File: config.mk
export PLATFORM = sky130hd
export DESIGN_NAME = fttm_sqcell
export DESIGN_NICKNAME = d
export VERILOG_FILES = /design/src/hdl/fisheye_texcoord_mapper_unit_defines.svh /design/src/hdl/fttm_pkg.sv /design/src/hdl/fttm_sqcell.sv
export SDC_FILE = /design/constraint.sdc
export NUM_CORES = 1
export LEC_CHECK = 0
export BUFFER_PORTS_ARGS = -buffer_cell sky130_fd_sc_hd__clkbuf_2
export CORE_ASPECT_RATIO = 0.75
export CORE_MARGIN = 5
export CORE_UTILIZATION = 25
export CTS_CLUSTER_DIAMETER = 30
export DETAILED_ROUTE_END_ITERATION = 16
export PLACE_DENSITY_LB_ADDON = 0.05
export SYNTH_ARGS = -nofsm -noshare
export SYNTH_HDL_FRONTEND = slang
export SYNTH_SLANG_ARGS = --single-unit
File: constraint.sdc
create_clock -name clk -period 8.5 [get_ports clk]
set_input_delay 2.55 -clock clk [delete_from_list [all_inputs] [get_ports clk]]
set_output_delay 2.55 -clock clk [all_outputs]
set_load 0.005 [all_outputs]
File: src/hdl/fisheye_texcoord_mapper_unit_defines.svh
// Assertion macros used by the mapper's top-level RTL file.
// Each use expects clk and rst_n in the enclosing scope.
`ifndef FISHEYE_TEXCOORD_MAPPER_UNIT_DEFINES_SVH
`define FISHEYE_TEXCOORD_MAPPER_UNIT_DEFINES_SVH
`ifndef SYNTHESIS
`define FTTM_ASSERT_IMP(lbl, ante, cons) \
  lbl: assert property (@(posedge clk) disable iff (!rst_n) (ante) |-> (cons)) \
    else $error("fisheye mapper check failed");
`define FTTM_ASSERT_NXT(lbl, ante, cons) \
  lbl: assert property (@(posedge clk) disable iff (!rst_n) (ante) |=> (cons)) \
    else $error("fisheye mapper check failed");
`else
`define FTTM_ASSERT_IMP(lbl, ante, cons)
`define FTTM_ASSERT_NXT(lbl, ante, cons)
`endif
`endif

File: src/hdl/fttm_pkg.sv
`default_nettype none
package fttm_pkg;

  localparam int ANGLE_FRAC_BITS     = 6;
  localparam int COORD_FRAC_BITS_DEF = 16;

  localparam logic [30:0] ONE_Q30     = 31'h4000_0000;
  localparam logic [30:0] HALF_PI_Q30 = 31'd1686629713;

  // One full turn in input units, and constants for reducing an angle into it.
  localparam int          ANG_PERIOD = 360 << ANGLE_FRAC_BITS;
  localparam int          ANG_W      = $clog2(ANG_PERIOD);
  localparam logic [31:0] ANG_MR     = 32'((64'd1 << 32) / ANG_PERIOD);
  localparam int          ANG_OFF    = 32768 % ANG_PERIOD;
  localparam int          TURN_K     = ANG_W + 1;
  localparam logic [63:0] TURN_R     = (64'd1 << (32 + TURN_K)) / ANG_PERIOD;

  localparam int HC_LAT    = 3;
  localparam int SIN_TERMS = 7;
  localparam int COS_TERMS = 8;
  localparam int FRONT_LAT = 7;
  localparam int SC_LAT    = FRONT_LAT + COS_TERMS * HC_LAT + 1;
  localparam int SQ_STEPS  = 31;

  function automatic int sin_div(input int k);
    sin_div = (2 * k) * (2 * k + 1);
  endfunction

  function automatic int cos_div(input int k);
    cos_div = (2 * k - 1) * (2 * k);
  endfunction

  // Data handed from one Horner cell to the next.
  typedef struct packed {
    logic [31:0]        x2;
    logic signed [31:0] term;
  } fttm_hs_t;

  // Data handed from one square root cell to the next.
  typedef struct packed {
    logic [31:0] rad;
    logic [32:0] rem;
    logic [30:0] root;
  } fttm_sq_t;

  typedef struct packed {
    logic [30:0] mag_x;
    logic        neg_x;
    logic [30:0] mag_y;
    logic        neg_y;
    logic        pole;
  } fttm_side_t;

endpackage
`default_nettype wire

File: src/hdl/fttm_sqcell.sv
`default_nettype none
// One restoring square root step: takes two radicand bits, yields one root bit.
module fttm_sqcell import fttm_pkg::*; (
  input  wire logic     clk,
  input  wire fttm_sq_t sq_in,
  output fttm_sq_t      sq_out
);

  logic [34:0] cur, trial, diff;
  fttm_sq_t    sq_nxt, sq_r;

  always_comb begin
    cur        = {sq_in.rem, sq_in.rad[31:30]};
    trial      = {2'b00, sq_in.root, 2'b01};
    diff       = cur - trial;
    sq_nxt.rad = {sq_in.rad[29:0], 2'b00};
    if (cur >= trial) begin
      sq_nxt.rem  = diff[32:0];
      sq_nxt.root = {sq_in.root[29:0], 1'b1};
    end else begin
      sq_nxt.rem  = cur[32:0];
      sq_nxt.root = {sq_in.root[29:0], 1'b0};
    end
  end

  always_ff @(posedge clk) begin
    sq_r <= sq_nxt;
  end

  assign sq_out = sq_r;

endmodule
`default_nettype wire

# [Yosys cells after proc, flatten, opt, wreduce, memory -nomap -nowiden]
# Cells that the tools add are included.
[word_totals] output_inout_bits=96 regBits=94 in_bits=97 elab_cells=6
[op_classes] magnitude_cmp=1 muxes=1 add_sub_neg=1
[op_table] cell="$mux 64" n=1
[op_table] cell="$ge 35x33->1" n=1
[op_table] cell="$sub 33x33->33" n=1

# [Logic depth before layout (Yosys ltp)]
# Gate-level depths: netlist of run 1.
[logic_depth] depth_word=2 mapped_depth=14 depth_no_buf=10

# [Worst setup path before layout of run 1]
# Ideal clock, no wire load.
[synth_path] path_kind="in2reg" from="input port sq_in[30] (netlist bit)" to="register sq_r (netlist bit sq_out[40])" t_required_ps=8379 arrival_ps=4714 setup_time_ps=121 n_path_buf=3 setup_slack_ps=3664 cell_stages=12 path_cell_list="inv_1 -> ha_1 -> nor3b_2 -> nand4_1 -> or4_1 -> o21a_1 -> buf_6 -> o21a_4 -> buf_12 -> inv_12 -> buf_12 -> mux2_4"
[synth_lines] item="start, declared" line_no="fttm_sqcell.sv:5" rtl="input wire fttm_sq_t sq_in,"
[synth_lines] item="end signal, assigned" line_no="fttm_sqcell.sv:27" rtl="sq_r <= sq_nxt;"
[synth_lines] item="end, declared" line_no="fttm_sqcell.sv:10" rtl="fttm_sq_t sq_nxt, sq_r;"

==> flow_metrics.env, run 1 <==
export IMPL_outcome="completed"
export IMPL_final_period_minus_worst_setup_slack_ns=5.24
export IMPL_synth_area_per_cell_um2=9.63
export IMPL_drt_total_wl_um=14000
export IMPL_finalCritPeriodShare=0.617
export IMPL_final_hold_viol_count=0
export IMPL_adder_cell_fraction_of_synth_area=0.0888
export IMPL_max_slew_margin_rel=0.417
export IMPL_critical_path_endpoint_type="register"
export IMPL_global_route_wire_length_before_repair_um=21600
export IMPL_synth_ff_latch_count=94
export IMPL_number_of_antenna_violations_at_the_first_check_in_global_routing=1
export IMPL_pin_slew_with_the_least_headroom_to_its_limit_ns=0.866
export IMPL_cts_sink_count=94
export IMPL_top_usage_layer="met1"
export IMPL_post_cts_resized=0
export IMPL_die_width_um=167
export IMPL_cts_h_tree_depth=3
export IMPL_hold_path_class="input pin to register"
export IMPL_initial_utilization=0.253
export IMPL_io_pin_count=193
export IMPL_power_ir_vdd_worst_v=0.0000926
export IMPL_syn_cell_area_um2=4650
export IMPL_detailedRoute_firstIterationViolations=182
export IMPL_cts_repair_timing_setup_buffer_count=0
export IMPL_setup_violations_final=0
export IMPL_slew_viol_final=0
export IMPL_syn_to_final_growth_pct=32.5
export IMPL_yosys_warnings=0
export IMPL_detailed_route_drc_error_count=0
export IMPL_worstPathMaxFanout=26
export IMPL_highest_achievable_clock_rate_mhz=191
export IMPL_synth_mux_area_frac=0.0813
export IMPL_p_comb_frac=0.233
export IMPL_tns_ns=0
export IMPL_cts_tree="yes"
export IMPL_cp_data_required_time_ns=8.74
export IMPL_met2_usage=0.179
export IMPL_route_antenna_remaining_nets=0
export IMPL_compound_gate_portion_of_the_synthesized_area=0.191
export IMPL_synth_flop_cell="sky130_fd_sc_hd__dfxtp_1"
export IMPL_cts_root_buf="sky130_fd_sc_hd__clkbuf_16"
export IMPL_worst_setup_path_start_kind="input pin"
export IMPL_met1_usage_grt=0.184
export IMPL_power_share_switching=0.267
export IMPL_timing_critical_path_arrival_ns=5.48
export IMPL_synth_edff_count=0
export IMPL_max_clock_path_buffers=2
export IMPL_hold_worst_slack_ns=2.30
export IMPL_grt_met3_usage=0.0410
export IMPL_nFillCells=2000
export IMPL_power_static_leakage_nw=3.00
export IMPL_synth_yosys_seq_area_share=0.405
export IMPL_synth_top_cell_area_share=0.405
export IMPL_synthDistinctLibCells=60
export IMPL_floorplan_rows=43
export IMPL_p_int_mw=0.966
export IMPL_final_core_utilization=0.335
export IMPL_combinational_family_with_the_most_area_after_synthesis="compound AO/OA/AOI/OAI gates"
export IMPL_flop_pwr_share=0.382
export IMPL_io_buffers=190
export IMPL_netSwitchingPower_mw=0.352
export IMPL_full_die_area_um2=21500
export IMPL_pin_count_of_the_biggest_net_entering_global_routing=27
export IMPL_power_density_nw_per_um2=214
export IMPL_syn_inst=483
export IMPL_cts_made_buffers=9
export IMPL_placeableCoreArea_um2=18400
export IMPL_basic_gate_share_of_the_synthesized_area_counting_and_or_nand_and_nor_cells=0.117
export IMPL_largest_register_ffs=94
export IMPL_synth_xor_area_share=0.0452
export IMPL_fp_dieH_um=128
export IMPL_synthArstFlopShare=0
export IMPL_first_global_vias=4106
export IMPL_finish_net_count=801
export IMPL_post_layout_total_power_mw=1.32
export IMPL_n_antenna_cell=0
export IMPL_post_route_cells_drive_above_1_share=0.361
export IMPL_max_cap_viol_count=0
export IMPL_post_cts_hold_buffer_count=0
export IMPL_detailroute_via_count=4054
export IMPL_grt_setup_unrepaired="no"
export IMPL_gp_congestion=0.848
export IMPL_grt_overflow=0
export IMPL_hpwl_um=11600
export IMPL_global_route_usage_total=0.127
export IMPL_synth_area_top_cells="sky130_fd_sc_hd__dfxtp_1 (40%), sky130_fd_sc_hd__ha_1 (8.9%), sky130_fd_sc_hd__mux2_4 (5.8%)"
export IMPL_firstDrtPassIters=4
export IMPL_drt_wirelength_per_cell_um=15.2
export IMPL_synth_top_area_cell="sky130_fd_sc_hd__dfxtp_1"
export IMPL_clk_pin_slew_worst_paths_ns=0.07
export IMPL_routed_via_density=4.39
export IMPL_ws_path_type="input pin to register"
export IMPL_power_share_clock=0.384
layout by cell type (no fill, tap or decap), types with 5 or more instances in the layout:
cell and instances:
sky130_fd_sc_hd__a21oi_1 37, sky130_fd_sc_hd__clkbuf_16 9, sky130_fd_sc_hd__clkbuf_2 190, sky130_fd_sc_hd__dfxtp_1 94, sky130_fd_sc_hd__ha_1 33, sky130_fd_sc_hd__inv_1 50
sky130_fd_sc_hd__mux2_2 6, sky130_fd_sc_hd__mux2_4 18, sky130_fd_sc_hd__nand2_1 30, sky130_fd_sc_hd__nand2b_1 6, sky130_fd_sc_hd__nand3_1 12, sky130_fd_sc_hd__nand4_1 6
sky130_fd_sc_hd__nor2_1 27, sky130_fd_sc_hd__nor3_1 11, sky130_fd_sc_hd__nor4_1 5, sky130_fd_sc_hd__o211ai_1 10, sky130_fd_sc_hd__o21a_1 7, sky130_fd_sc_hd__o21ai_0 20
sky130_fd_sc_hd__o21bai_1 5, sky130_fd_sc_hd__o31ai_1 6, sky130_fd_sc_hd__xnor2_1 22
kinds of logic (layout without fill, tap and decap cells):
family                   Yosys count  in the layout
AO/OA/AOI/OAI                    127            127
multiplexers                      28             28
AND/OR/NAND/NOR                  111            111
other                              1              2
buffers and inverters             65            257
adder cells (fa/ha/maj)           33             33
flip-flops                        94             94
XOR/XNOR                          24             24
synth_stat cells, types with 7 or more instances:
cell and number:
sky130_fd_sc_hd__nor2_1 27, sky130_fd_sc_hd__dfxtp_1 94, sky130_fd_sc_hd__mux2_4 18, sky130_fd_sc_hd__nand2_1 30, sky130_fd_sc_hd__xnor2_1 22, sky130_fd_sc_hd__nand3_1 12
sky130_fd_sc_hd__a21oi_1 37, sky130_fd_sc_hd__ha_1 33, sky130_fd_sc_hd__o21a_1 7, sky130_fd_sc_hd__o21ai_0 20, sky130_fd_sc_hd__o211ai_1 10, sky130_fd_sc_hd__inv_1 50
sky130_fd_sc_hd__nor3_1 11
layer usage:
metal | wire (um) | vias up
li1 | - | 2086
met3 | 858 | 12
met4 | 170 | 2
met5 | 11 | -
met2 | 5670 | 112
met1 | 7300 | 1842
through the flow:
stage                     setup WS [ns]  std cells  area [um2]
after floorplan                    3.66        484        4650
after global placement             2.93        907        5780
after detailed placement           2.94        907        5780
after CTS                          3.31        923        6160
after global routing               3.11        923        6160
final                              3.26        923        6160
path summary, 6_finish.rpt:
path	slack (ns)	to	start	cells after the start
setup / recovery	3.26	sq_out[38]$_DFF_P_	sq_in[19]	10
hold / removal	2.30	sq_out[77]$_DFF_P_	sq_in[75]	1
power groups by stage:
stage               Combinational [mW]  Sequential [mW]  Clock (mW)
global route                     0.341            0.510       0.545
finish                           0.307            0.504       0.507
global placement                 0.311            0.514           0
floorplan                        0.186            0.520           0
detailed placement               0.310            0.515           0
CTS                              0.312            0.505       0.529
final cells by class:
type | count | area (um2) | area share
Multi-Input combinational cell | 325 | 2440 | 0.396
Clock buffer | 10 | 239 | 0.0388
Tap cell | 247 | 309 | 0.0502
Inverter | 51 | 204 | 0.0331
Timing Repair Buffer | 190 | 951 | 0.154
Clock inverter | 6 | 138 | 0.0223
Sequential cell | 94 | 1880 | 0.306
critical path, stage by stage:
cell and delay (ns):
sky130_fd_sc_hd__clkbuf_2 0.09, sky130_fd_sc_hd__inv_1 0.04, sky130_fd_sc_hd__ha_1 0.41, sky130_fd_sc_hd__nand2_1 0.16
sky130_fd_sc_hd__nor4_1 0.78, sky130_fd_sc_hd__nand3_1 0.27, sky130_fd_sc_hd__o21a_1 0.38, sky130_fd_sc_hd__o21a_4 0.24
sky130_fd_sc_hd__inv_12 0.19, sky130_fd_sc_hd__mux2_2 0.35
No activity file was read; power rests on OpenSTA's default activity.
==> run 2, diff against run 1 <==
Clock period 8.5 ns to 4.8 ns, I/O delays scaled along.
==> flow_metrics.env, run 2 (synthesis gave the netlist of run 1 again) <==
export IMPL_hpwl_um=11600
export IMPL_cts_sink_count=94
export IMPL_final_hold_viol_count=0
export IMPL_floorplan_rows=43
export IMPL_io_pin_count=193
export IMPL_outcome="completed"
export IMPL_detailed_route_drc_error_count=0
export IMPL_critical_path_endpoint_type="register"
export IMPL_netSwitchingPower_mw=0.636
export IMPL_hold_worst_slack_ns=1.19
export IMPL_cts_h_tree_depth=3
export IMPL_worstPathMaxFanout=10
export IMPL_post_cts_hold_buffer_count=0
export IMPL_p_comb_frac=0.250
export IMPL_timing_final_ws_setup_ns=0.669
export IMPL_power_ir_vdd_worst_v=0.000145
export IMPL_clk_pin_slew_worst_paths_ns=0.07
export IMPL_initial_utilization=0.253
export IMPL_full_die_area_um2=21500
export IMPL_hp_start="sq_in[67]"
export IMPL_highest_achievable_clock_rate_mhz=242
export IMPL_cts_tree="yes"
export IMPL_ws_path_type="input pin to register"
export IMPL_power_share_switching=0.292
export IMPL_layout_cells_most_common_list="sky130_fd_sc_hd__clkbuf_2 (190), sky130_fd_sc_hd__dfxtp_1 (94), sky130_fd_sc_hd__inv_1 (50)"
export IMPL_global_route_wire_length_before_repair_um=22000
export IMPL_hold_path_cell_count=1
export IMPL_routed_via_density=4.38
export IMPL_pin_slew_with_the_least_headroom_to_its_limit_ns=0.941
export IMPL_placement_setup_worst_slack_ns=0.340
export IMPL_largest_register_ffs=94
export IMPL_post_route_cells_drive_above_1_share=0.361
export IMPL_finish_net_count=801
export IMPL_firstDrtPassIters=4
export IMPL_final_period_minus_worst_setup_slack_ns=4.13
export IMPL_gp_congestion=0.849
export IMPL_io_buffers=190
export IMPL_fp_dieH_um=128
export IMPL_power_static_leakage_nw=2.95
export IMPL_setup_violations_final=0
export IMPL_cts_root_buf="sky130_fd_sc_hd__clkbuf_16"
export IMPL_power_density_nw_per_um2=358
export IMPL_drt_wirelength_per_cell_um=15.1
export IMPL_layout_cells_most_common="sky130_fd_sc_hd__clkbuf_2"
export IMPL_power_share_clock=0.341
export IMPL_grt_overflow=0
export IMPL_syn_to_final_growth_pct=31.0
export IMPL_grt_setup_unrepaired="no"
export IMPL_p_int_mw=1.54
export IMPL_tns_ns=0
export IMPL_route_antenna_remaining_nets=0
export IMPL_detailroute_via_count=4046
export IMPL_timing_hold_worst_endpoint="sq_out[69]$_DFF_P_"
export IMPL_n_antenna_cell=0
export IMPL_cts_made_buffers=9
export IMPL_first_global_vias=4200
export IMPL_final_core_utilization=0.331
export IMPL_die_width_um=167
export IMPL_max_clock_path_buffers=2
export IMPL_slew_viol_final=0
export IMPL_post_cts_resized=0
export IMPL_finalCritPeriodShare=0.861
export IMPL_worst_setup_path_start_kind="input pin"
export IMPL_detailedRoute_firstIterationViolations=251
export IMPL_cp_data_required_time_ns=5.04
export IMPL_placeableCoreArea_um2=18400
export IMPL_flop_pwr_share=0.410
export IMPL_drt_total_wl_um=14000
export IMPL_number_of_antenna_violations_at_the_first_check_in_global_routing=0
export IMPL_hold_path_class="input pin to register"
export IMPL_timing_critical_path_arrival_ns=4.37
export IMPL_global_route_usage_total=0.129
export IMPL_max_cap_viol_count=0
export IMPL_max_slew_margin_rel=0.356
export IMPL_cts_repair_timing_setup_buffer_count=0
export IMPL_pin_count_of_the_biggest_net_entering_global_routing=27
run 2: cell count changes in the layout (fill, tap and decap cells not counted), sizes merged:
cell | previous run | this run
clkinvlp | 0 | 4
bufinv | 4 | 1
clkbuf | 200 | 199
run 2: critical path, stage by stage:
cell	delay (ns)
sky130_fd_sc_hd__clkbuf_2	0.08
sky130_fd_sc_hd__inv_1	0.04
sky130_fd_sc_hd__ha_1	0.47
sky130_fd_sc_hd__nand4_1	0.22
sky130_fd_sc_hd__a2111oi_0	0.85
sky130_fd_sc_hd__nor3_1	0.25
sky130_fd_sc_hd__o21bai_1	0.34
sky130_fd_sc_hd__a221oi_1	0.23
sky130_fd_sc_hd__mux2i_1	0.17
sky130_fd_sc_hd__o31ai_1	0.28
run 2: stage by stage:
stage	cell area, um2	total power [mW]	cells
floorplan	4650	1.25	484
global placement	5780	1.46	907
detailed placement	5780	1.46	907
CTS	6090	2.23	923
global route	6090	2.32	923
finish	6090	2.18	923
run 2: cell type report:
type | instances | area [um2]
well taps | 247 | 309
repair buffers | 190 | 951
clock inverters | 7 | 82.6
multi-input cells | 325 | 2440
clock buffers | 9 | 225
inverters | 51 | 204
fillers | 2025 | 12300
flip-flops and latches | 94 | 1880
run 2: worst max path at each step:
stage / from / cells past startpoint / end
5_1_grt: sq_in[19] / 10 / sq_out[39]$_DFF_P_
6_report: sq_in[8] / 10 / sq_out[57]$_DFF_P_
4_1_cts: sq_in[19] / 10 / sq_out[36]$_DFF_P_
3_3_place_gp: sq_in[19] / 10 / sq_out[33]$_DFF_P_
3_5_place_dp: sq_in[19] / 10 / sq_out[34]$_DFF_P_
2_1_floorplan: sq_in[30] / 12 / sq_out[40]$_DFF_P_
run 2: power by group through the flow:
stage               Sequential, mW  Combinational [mW]  Clock [mW]
floorplan                    0.921               0.330           0
global placement             0.911               0.550           0
detailed placement           0.912               0.549           0
CTS                          0.895               0.552       0.781
global route                 0.902               0.608       0.811
finish                       0.893               0.544       0.742
run 2: layer usage:
layer  vias up  GRT usage  wire, um  share of wire
met5         -          0         0              0
li1       2080          -         -              -
met3         4     0.0456       813          0.058
met1      1849      0.188      7380           0.53
met4         0     0.0277        68         0.0049
met2       113      0.181      5720           0.41
